===== config.mk =====
export PLATFORM = sky130hd
export DESIGN_NAME = date_time_validate_weekday_top
export DESIGN_NICKNAME = d
export VERILOG_FILES = /design/src/dtvw_pkg.sv /design/src/date_time_validate_weekday_top.sv /design/src/dtvw_front.sv
export SDC_FILE = /design/constraint.sdc
export NUM_CORES = 1
export LEC_CHECK = 0
export ABC_AREA = 1
export ABC_CLOCK_PERIOD_IN_PS = 4700
export BUFFER_PORTS_ARGS = -buffer_cell sky130_fd_sc_hd__buf_4
export CAP_MARGIN = 20
export CORE_ASPECT_RATIO = 0.9
export CORE_MARGIN = 3
export CORE_UTILIZATION = 56
export DETAILED_ROUTE_END_ITERATION = 7
export MAX_ROUTING_LAYER = met4
export PLACE_DENSITY = 0.8
export SLEW_MARGIN = 10
export SYNTH_ARGS = -nofsm -noshare
export SYNTH_HDL_FRONTEND = slang
export SYNTH_SLANG_ARGS = --single-unit

===== constraint.sdc =====
create_clock -name clk -period 4.7 [get_ports clk]
set_input_delay 0.47 -clock clk [delete_from_list [all_inputs] [get_ports clk]]
set_output_delay 0.47 -clock clk [all_outputs]
set_load 0.03 [all_outputs]

===== src/dtvw_pkg.sv =====
// Shared types, constants and table functions for the date and time checker.
// No dependencies; imported by dtvw_front and date_time_validate_weekday_top.
`timescale 1ns / 1ps

package dtvw_pkg;

	localparam logic [13:0] YEAR_LO   = 14'd2000;
	localparam logic [13:0] YEAR_HI   = 14'd2099;
	localparam logic [3:0]  MONTH_JAN = 4'd1;
	localparam logic [3:0]  MONTH_FEB = 4'd2;
	localparam logic [3:0]  MONTH_MAR = 4'd3;
	localparam logic [3:0]  MONTH_DEC = 4'd12;
	localparam logic [4:0]  HOUR_MAX  = 5'd23;
	localparam logic [5:0]  MIN_MAX   = 6'd59;
	localparam logic [5:0]  SEC_MAX   = 6'd59;
	localparam logic [4:0]  FEB_LEAP  = 5'd29;
	localparam logic [2:0]  SUNDAY    = 3'd7;
	// Weekday term of the year before 2000, from the Sakamoto year sum.
	localparam logic [2:0]  PRE_CENTURY_TERM = 3'd5;
	localparam logic [3:0]  MOD7 = 4'd7;

	// Decoded first-stage fields handed from the front end to the pipeline.
	typedef struct packed {
		logic       ok;      // clock, year, month and time all in range
		logic [6:0] yic;     // year within the century
		logic [4:0] len;     // month length, zero for a bad month
		logic [4:0] day;
		logic [2:0] moff;    // Sakamoto month offset
		logic [6:0] kk;      // shifted year within the century
		logic       wrap;    // shifted year falls in the previous century
	} front_t;

	// Days in a month for a non-leap year; zero for a month code outside 1..12.
	function automatic logic [4:0] month_len(input logic [3:0] m);
		logic [4:0] r;
		case (m)
			4'd1:    r = 5'd31;
			4'd2:    r = 5'd28;
			4'd3:    r = 5'd31;
			4'd4:    r = 5'd30;
			4'd5:    r = 5'd31;
			4'd6:    r = 5'd30;
			4'd7:    r = 5'd31;
			4'd8:    r = 5'd31;
			4'd9:    r = 5'd30;
			4'd10:   r = 5'd31;
			4'd11:   r = 5'd30;
			4'd12:   r = 5'd31;
			default: r = 5'd0;
		endcase
		return r;
	endfunction

	// Sakamoto month offsets.
	function automatic logic [2:0] month_off(input logic [3:0] m);
		logic [2:0] r;
		case (m)
			4'd1:    r = 3'd0;
			4'd2:    r = 3'd3;
			4'd3:    r = 3'd2;
			4'd4:    r = 3'd5;
			4'd5:    r = 3'd0;
			4'd6:    r = 3'd3;
			4'd7:    r = 3'd5;
			4'd8:    r = 3'd1;
			4'd9:    r = 3'd4;
			4'd10:   r = 3'd6;
			4'd11:   r = 3'd2;
			4'd12:   r = 3'd4;
			default: r = 3'd0;
		endcase
		return r;
	endfunction

	// Remainder by seven of an 8-bit value; eight is one modulo seven, so
	// the octal digits are folded twice and a final subtract corrects.
	function automatic logic [2:0] mod7(input logic [7:0] v);
		logic [4:0] f1;
		logic [3:0] f2;
		logic [3:0] r;
		f1 = {2'b00, v[7:6] == 2'b00 ? 3'd0 : {1'b0, v[7:6]}} + {2'b00, v[5:3]}
			+ {2'b00, v[2:0]};
		f2 = {2'b00, f1[4:3]} + {1'b0, f1[2:0]};
		r  = (f2 >= MOD7) ? f2 - MOD7 : f2;
		return r[2:0];
	endfunction

endpackage


===== src/date_time_validate_weekday_top.sv =====
// Top level of the date and time checker: three-stage pipeline whose last stage is the output register.
// Depends on dtvw_pkg and dtvw_front.
// Order: an accepted date is registered in stage 1, then stage 2, then stage 3,
// and res_valid is the stage-3 valid bit.
// Throughput: one date per cycle unless res_ready stalls the output; the three register stages each hold one item.
// Reset: arst_n clears the stage valid bits and clock_ready, which comes up at zero.
`timescale 1ns / 1ps

module date_time_validate_weekday_top (
	input  logic        clk,
	input  logic        arst_n,
	input  logic        clock_ready_we,
	input  logic        clock_ready_wdata,
	input  logic        req_valid,
	output logic        req_ready,
	input  logic [13:0] year,
	input  logic [3:0]  month,
	input  logic [4:0]  day,
	input  logic [4:0]  hour,
	input  logic [5:0]  minute,
	input  logic [5:0]  second,
	output logic        res_valid,
	input  logic        res_ready,
	output logic        valid_res,
	output logic [2:0]  weekday,
	output logic [6:0]  year_in_century,
	output logic [4:0]  month_length
);
	import dtvw_pkg::*;

	logic        clock_ready_q;
	front_t      front;

	logic        v_s1, v_s2, v_s3;
	logic        adv1, adv2, adv3;

	logic        ok_s1;
	logic [6:0]  yic_s1;
	logic [4:0]  len_s1;
	logic [4:0]  day_s1;
	logic [2:0]  moff_s1;
	logic [6:0]  kk_s1;
	logic        wrap_s1;

	logic        ok_s2;
	logic [6:0]  yic_s2;
	logic [4:0]  len_s2;
	logic [7:0]  sum_s2;

	logic        ok_s3;
	logic [2:0]  wd_s3;
	logic [6:0]  yic_s3;
	logic [4:0]  len_s3;

	logic        day_ok;
	logic [7:0]  year_term;
	logic [7:0]  sum_next;
	logic [2:0]  rem;

	// Configuration register.
	always_ff @(posedge clk or negedge arst_n) begin
		if (!arst_n) begin
			clock_ready_q <= 1'b0;
		end else if (clock_ready_we) begin
			clock_ready_q <= clock_ready_wdata;
		end
	end

	// Stall control: a stage loads when it is empty or its content moves on.
	assign adv3      = !v_s3 || res_ready;
	assign adv2      = !v_s2 || adv3;
	assign adv1      = !v_s1 || adv2;
	assign req_ready = adv1;

	always_ff @(posedge clk or negedge arst_n) begin
		if (!arst_n) begin
			v_s1 <= 1'b0;
			v_s2 <= 1'b0;
			v_s3 <= 1'b0;
		end else begin
			if (adv1) begin
				v_s1 <= req_valid;
			end
			if (adv2) begin
				v_s2 <= v_s1;
			end
			if (adv3) begin
				v_s3 <= v_s2;
			end
		end
	end

	dtvw_front u_front (
		.clock_ready (clock_ready_q),
		.year        (year),
		.month       (month),
		.day         (day),
		.hour        (hour),
		.minute      (minute),
		.second      (second),
		.front       (front)
	);

	// Stage 1: decoded fields.
	always_ff @(posedge clk) begin
		if (adv1) begin
			ok_s1   <= front.ok;
			yic_s1  <= front.yic;
			len_s1  <= front.len;
			day_s1  <= front.day;
			moff_s1 <= front.moff;
			kk_s1   <= front.kk;
			wrap_s1 <= front.wrap;
		end
	end

	// Stage 2: day check and the Sakamoto sum, using the pre-century term when the shifted year wraps.
	assign day_ok    = (day_s1 != 5'd0) && (day_s1 <= len_s1);
	assign year_term = wrap_s1 ? {5'd0, PRE_CENTURY_TERM}
		: {1'b0, kk_s1} + {3'd0, kk_s1[6:2]};
	assign sum_next  = year_term + {5'd0, moff_s1} + {3'd0, day_s1};

	always_ff @(posedge clk) begin
		if (adv2) begin
			ok_s2  <= ok_s1 && day_ok;
			yic_s2 <= yic_s1;
			len_s2 <= len_s1;
			sum_s2 <= sum_next;
		end
	end

	// Stage 3: weekday from the remainder, fields zeroed for a rejected item.
	assign rem = mod7(sum_s2);

	always_ff @(posedge clk) begin
		if (adv3) begin
			ok_s3  <= ok_s2;
			wd_s3  <= !ok_s2 ? 3'd0 : (rem == 3'd0 ? SUNDAY : rem);
			yic_s3 <= ok_s2 ? yic_s2 : 7'd0;
			len_s3 <= ok_s2 ? len_s2 : 5'd0;
		end
	end

	assign res_valid       = v_s3;
	assign valid_res       = ok_s3;
	assign weekday         = wd_s3;
	assign year_in_century = yic_s3;
	assign month_length    = len_s3;

`ifndef SYNTHESIS
	// A rejected result carries only zeros.
	a_reject_zero: assert property (@(posedge clk) disable iff (!arst_n)
		res_valid && !valid_res |-> weekday == 3'd0 && year_in_century == 7'd0
			&& month_length == 5'd0)
		else $error("rejected result has nonzero fields");

	// An accepted result has a real weekday, year and month length.
	a_accept_range: assert property (@(posedge clk) disable iff (!arst_n)
		res_valid && valid_res |-> weekday != 3'd0 && year_in_century <= 7'd99
			&& month_length >= 5'd28)
		else $error("accepted result out of range");

	// A full pipeline with the output stalled takes no new item.
	a_full_stall: assert property (@(posedge clk) disable iff (!arst_n)
		v_s1 && v_s2 && v_s3 && !res_ready |-> !req_ready)
		else $error("input taken while pipeline is full");

	// A stalled result stays in place into the next cycle.
	a_hold: assert property (@(posedge clk) disable iff (!arst_n)
		v_s3 && !res_ready |=> v_s3 && $stable(wd_s3) && $stable(ok_s3))
		else $error("stalled result changed");
`endif

endmodule


===== src/dtvw_front.sv =====
// First-stage decode: range checks, century offset, month length and Sakamoto terms.
// Depends on dtvw_pkg.
`timescale 1ns / 1ps

module dtvw_front (
	input  logic              clock_ready,
	input  logic [13:0]       year,
	input  logic [3:0]        month,
	input  logic [4:0]        day,
	input  logic [4:0]        hour,
	input  logic [5:0]        minute,
	input  logic [5:0]        second,
	output dtvw_pkg::front_t  front
);
	import dtvw_pkg::*;

	logic [13:0] diff;
	logic        year_ok;
	logic        month_ok;
	logic        time_ok;
	logic        leap;
	logic        early;

	// Range checks on year, month and time of day.
	assign diff     = year - YEAR_LO;
	assign year_ok  = (year >= YEAR_LO) && (year <= YEAR_HI);
	assign month_ok = (month >= MONTH_JAN) && (month <= MONTH_DEC);
	assign time_ok  = (hour <= HOUR_MAX) && (minute <= MIN_MAX) && (second <= SEC_MAX);

	// Within 2000..2099 the year 2000 divides by 400, so leap is a test by four.
	assign leap  = (diff[1:0] == 2'b00);
	assign early = (month < MONTH_MAR);

	always_comb begin
		front.ok   = clock_ready && year_ok && month_ok && time_ok;
		front.yic  = diff[6:0];
		front.len  = (month == MONTH_FEB && leap) ? FEB_LEAP : month_len(month);
		front.day  = day;
		front.moff = month_off(month);
		// January and February count against the previous year.
		front.wrap = early && (diff[6:0] == 7'd0);
		front.kk   = (early && !front.wrap) ? diff[6:0] - 7'd1 : diff[6:0];
	end

endmodule

## After elaboration in Yosys (flattened, before gate mapping)

Memory sizes are Yosys's and may differ from the RTL's. A register that Yosys moved wholly into a read port is not among the register bits.
Cells that the tools add are included.

- Flip-flop bits (word level): 62
- Memory bits (read-only): 128
- Input bits: 46
- Output and inout port bits: 18
- Logic and storage cells: 68
- Memories kept: 2

- Add/subtract/negate cells: 9
- $lt $le $gt $ge: 10
- Eq/ne operators: 1
- Multiplexer cells: 5
- Reduce and logical (&&, ||, !) cells: 24

Memories:

| memory | words | width | rd ports | clocked after Yosys merged registers in | write ports | line | text |
|---|---|---|---|---|---|---|---|
| (no name shown) | 16 | 5 | 1 | 1 | 0 | dtvw_pkg.sv:36 | `case (m)` |
| (no name shown) | 16 | 3 | 1 | 1 | 0 | dtvw_pkg.sv:57 | `case (m)` |

Operators by type and width:

| cell | count |
|---|---|
| $ge 14x11->1 const B | 1 |
| $le 14x12->1 const B | 1 |
| $le 6x6->1 const B | 2 |
| $logic_and 1x1->1 | 12 |
| $add 2x3->4 | 2 |
| $add 7x5->8 | 1 |
| $add 8x3->8 | 1 |
| $add 8x5->8 | 1 |
| $mux 8 | 1 |
| $logic_not 7->1 | 1 |
| $mux 7 | 1 |
| $sub 7x1->7 const B | 1 |
| $sub 7x7->7 const B | 1 |
| $mux 3 | 2 |
| $add 4x3->5 | 1 |
| $le 5x5->1 | 1 |
| $le 5x5->1 const B | 1 |
| $reduce_bool 5->1 | 1 |
| $eq 4x2->1 const B | 1 |
| $ge 4x1->1 const B | 1 |
| $ge 4x3->1 const B | 1 |
| $le 4x4->1 const B | 1 |
| $logic_not 1->1 | 4 |
| $logic_not 2->1 | 2 |
| other kinds (5) | 7 |

## Depth between registers and ports, before layout

- Depth in word-level cells: 9
- Depth in mapped cells: 18
- Gate-level depth less buffers: 18

## By module

A second synthesis with hierarchy kept.

- Cells, all modules: 399
- Area, all modules: 4066.4 um^2

By module, submodules not included:

| module | instances | cells each | area an instance (um^2) | sequential area each (um^2) |
|---|---|---|---|---|
| date_time_validate_weekday_top | 1 | 264 | 3304.4 | 2082.0 |
| dtvw_front | 1 | 135 | 762.0 | 0.0 |

## Worst setup path before layout

No wires, ideal clock.

- Path kind: register to register
- Start point: reg sum_s2[4]
- End point: reg wd_s3[0] (netlist: weekday[0]), data pin
- Library setup time: 0.254 ns
- Arrival time: 3.163 ns
- Required time: 4.446 ns
- Setup slack: 1.283 ns
- Cell stages (with the launch flop): 19
- Path buffers: 0
- Clock period less this slack: 3.417 ns
- Path through: edfxtp_1 -> inv_1 -> fa_1 -> inv_1 -> ha_1 -> inv_1 -> fa_1 -> xnor2_1 -> ha_1 -> inv_1 -> fa_1 -> inv_1 -> ha_1 -> inv_1 -> or2_2 -> o21ai_0 -> inv_1 -> a21oi_1 -> nor2_1

- Word-level cells in the longest chain between the ends: 7
- Elaborated cells on any way between the ends: 8
- Those cells by class: add/sub (4); order compare (1); mux (2); reduce/logical (1)

Ends and longest elaborated chain:

| item | line | text |
|---|---|---|
| start, declared | date_time_validate_weekday_top.sv:48 | `logic [7:0] sum_s2;` |
| start signal, assigned | date_time_validate_weekday_top.sv:128 | `sum_s2 <= sum_next;` |
| $add 2x3->4 * | dtvw_pkg.sv:81 | `f1 = {2'b00, v[7:6] == 2'b00 ? 3'd0 : {1'b0, v[7:6]}} + {2'b00, v[5:3]}` |
| $add 4x3->5 * | dtvw_pkg.sv:82 | `+ {2'b00, v[2:0]};` |
| $add 2x3->4 * | dtvw_pkg.sv:83 | `f2 = {2'b00, f1[4:3]} + {1'b0, f1[2:0]};` |
| $ge 4x3->1 or $sub 3x3->3 (tied branches) | dtvw_pkg.sv:84 | `r = (f2 >= MOD7) ? f2 - MOD7 : f2;` |
| $mux 3 * | dtvw_pkg.sv:84 |  |
| $logic_not 3->1 | date_time_validate_weekday_top.sv:138 | `wd_s3 <= !ok_s2 ? 3'd0 : (rem == 3'd0 ? SUNDAY : rem);` |
| $mux 3 * | date_time_validate_weekday_top.sv:138 |  |
| end signal, assigned | date_time_validate_weekday_top.sv:138 |  |
| end, declared | date_time_validate_weekday_top.sv:51 | `logic [2:0] wd_s3;` |

Mark *: on every way between the ends. The rest lies on a longest branch, timed or not.
A chain may end at the register's enable or synchronous reset.

## Worst setup path after layout

Ends and elaborated chain as after synthesis.

==> results.json <==
{
  "slew_viol_final": 0,
  "vias": 2580,
  "p_switching_mw": 1.18,
  "final_antenna_net_count": 0,
  "synth_fp_nets": 445,
  "drive_gt1_share_pct": 21.0,
  "crit_arrival_ns": 3.73,
  "slew_headroom_pct": 53.2,
  "syn-instance-count": 358,
  "clock_latency_ns": 0.35,
  "fin_worst_skew_ns": 0.00724,
  "rr_endpoint": "weekday[0]",
  "p_comb_share_pct": 54.0,
  "wl_per_cell_um": 12.8,
  "routed_wl_um": 6620,
  "die_x_um": 91.8,
  "fp-row-count": 27,
  "viasPerCell": 5.00,
  "ys_ff_latch": 64,
  "multi_input_area_um2": 1530,
  "cp_num_buf_inv": 7,
  "yosysWarnings": 0,
  "cts_setup_buffers": 0,
  "grt_usage_pct": 19.9,
  "period_share_pct": 77.0,
  "cts_hold_buf": 1,
  "ys_types": 33,
  "seq_area_um2": 1900,
  "powerDensity_nw_per_um2": 633,
  "rsz0062_at_grt": "false",
  "critPathRequiredTime_ns": 4.81,
  "max_stage_delay_ns": 0.45,
  "status": "complete, no violations",
  "worst_slew_pin_slew_ns": 0.702,
  "seqPwrFrac_pct": 29.1,
  "worstHoldPathCells": 1,
  "grt_pass1_vias": 2663,
  "postLayoutCoreUtil_pct": 70.7,
  "drtPass1Iterations": 4,
  "layout_min_cycle_time_ns": 3.62,
  "endpoint_kind": "register",
  "port_buffers": 56,
  "layout_common_cells": "inv_1, nand2_1, edfxtp_1",
  "dp_cells": 499,
  "syn_area_per_cell_um2": 10.4,
  "fp.dieH_um": 83.3,
  "routabilityCongestion": 0.854,
  "critPathMaxFanout": 3,
  "vdd_ir_drop_max_mv": 0.469,
  "critical_path.most_common_cell": "inv_1",
  "core_area_um2": 6280,
  "grt_max_degree": 20,
  "drt-initial-drc-count": 104,
  "root_buffer": "clkbuf_8",
  "drc": 0,
  "numCtsBuffers": 9,
  "synth_area_um2": 3710,
  "worst_path_dominant_cell_family": "adder cells",
  "antenna_found_initial": 0,
  "clock_path_buffers": 2,
  "hold_path_class": "primary input to register",
  "nFillCells": 492,
  "power.leakage_nw": 2.14,
  "nets": 511,
  "crit_path_start_kind": "register",
  "fin_tns_setup_ns": 0,
  "cts_tree": "done",
  "dieArea_um2": 7650,
  "grt_pass1_wl_um": 11500,
  "min_to": "day_s1[1]",
  "pin_count": 64,
  "criticalPathCategory": "register to register",
  "cp_cell_sequence": "inv_1 > fa_1 > inv_1 > ha_1 > inv_1 > fa_1 > xnor2_1 > ha_1 > inv_1 > fa_1 > inv_1 > ha_1 > inv_1 > or2_2 > o21ai_0 > inv_1 > a21oi_1 > nor2_1",
  "reg2reg_depth": 18,
  "ctsResizeCount": 0,
  "finalSetupViolations": 0,
  "reg2reg_slack_ns": 1.08,
  "crit_slowest_cell": "fa_1",
  "clkSlewWorstSetupHoldPaths_ns": 0.08,
  "cts_num_sinks": 64,
  "gr-total-overflow": 0,
  "drv_cap": 0,
  "ys_seq_area_share_pct": 51.2,
  "hp-start": "day[1]",
  "cp_num_cells": 18,
  "instances_no_fill": 516,
  "htree_levels": 3,
  "antenna_cells": 0,
  "dp_hpwl_um": 5330,
  "syn_to_final_growth_pct": 19.7,
  "clockPowerShare_pct": 16.9,
  "switching_share_pct": 41.9,
  "fmax_mhz": 276,
  "hold_viol": 0,
  "start_util_pct": 59.1,
  "intPower_mw": 1.63,
  "r2r_start": "sum_s2[4]"
}
## registers in the layout (all words and copies together) (netlist names)
register         count
sum_s2               8
kk_s1                7
year_in_century      7
yic_s1               7
yic_s2               7
day_s1               5
len_s1               3
len_s2               3
moff_s1              3
month_length         3
weekday              3
clock_ready_q        1
ok_s1                1
ok_s2                1
res_valid            1
v_s1                 1
v_s2                 1
valid_res            1
wrap_s1              1
## synth_stat cells
library cell | instances | area [um2]
xor2_2 | 1 | 16.3
dfrtp_1 | 4 | 100
nand2_2 | 1 | 6.26
a31oi_1 | 2 | 12.5
buf_4 | 2 | 15.0
o221ai_1 | 2 | 17.5
o21bai_1 | 2 | 15.0
nand3b_1 | 1 | 7.51
nor3b_1 | 1 | 7.51
xor2_1 | 9 | 78.8
o21ai_0 | 10 | 50.1
inv_1 | 69 | 259
nand2_4 | 2 | 22.5
fa_1 | 9 | 180
nand3_1 | 15 | 75.1
ha_1 | 32 | 400
nor2_4 | 3 | 33.8
nor2_1 | 20 | 75.1
mux2_2 | 1 | 11.3
inv_2 | 1 | 3.75
a211oi_1 | 2 | 15.0
nor2_2 | 1 | 6.26
clkbuf_1 | 1 | 3.75
edfxtp_1 | 60 | 1800
xnor2_1 | 2 | 17.5
a21oi_1 | 15 | 75.1
nor3_1 | 4 | 20.0
nor2_8 | 1 | 20.0
or2_2 | 5 | 31.3
o41ai_1 | 1 | 8.76
o21bai_2 | 1 | 11.3
nand2_1 | 69 | 259
nand4_1 | 9 | 56.3
## metal layers
metal	routed length (um)	GRT usage, %
met5	0	-
met4	153	7.96
met3	310	5.53
met2	3340	33.0
met1	2810	22.8
## power by group through the flow
stage               clock network, mW  logic, mW  registers, mW
floorplan                           0       1.16          0.867
global placement                    0       1.44          0.827
detailed placement                  0       1.52          0.832
CTS                             0.486       1.54          0.820
global route                    0.515       1.78          0.830
finish                          0.477       1.52          0.819
## worst max path at each step
stage            endpoint       from  slack (ns)
6_report       weekday[0]  sum_s2[4]        1.08
5_1_grt        weekday[1]  sum_s2[4]        0.81
4_1_cts        weekday[0]  sum_s2[4]        1.05
3_5_place_dp   weekday[0]  sum_s2[4]        1.07
3_3_place_gp   weekday[0]  sum_s2[4]        1.15
2_1_floorplan  weekday[0]  sum_s2[4]        1.28
## metrics by stage
step | area [um2] | total power, mW | hold slack, ns | setup slack (ns)
2_1_floorplan | 3710 | 2.03 | 0.174 | 1.28
3_3_place_gp | 4230 | 2.27 | 0.267 | 1.15
3_5_place_dp | 4230 | 2.35 | 0.271 | 1.07
4_1_cts | 4450 | 2.84 | 0.287 | 1.05
5_1_grt | 4450 | 3.13 | 0.275 | 0.811
6_report | 4450 | 2.81 | 0.301 | 1.08
## logic make-up after synthesis
| family | after synthesis | synth area share, % |
|---|---|---|
| simple gates | 132 | 16.7 |
| buf+inv | 73 | 7.58 |
| flops | 64 | 51.2 |
| fa+ha+maj | 41 | 15.6 |
| compound gates | 35 | 5.53 |
| xor+xnor | 12 | 3.03 |
| mux | 1 | 0.303 |
## layout make-up
type,count,area share [%]
Sequential cell,64,42.8
Timing Repair Buffer,58,9.85
Inverter,70,5.91
Tap cell,87,2.45
Clock inverter,7,1.80
Multi-Input combinational cell,221,34.4
Clock buffer,9,2.79
(Power assumes the default switching activity.)
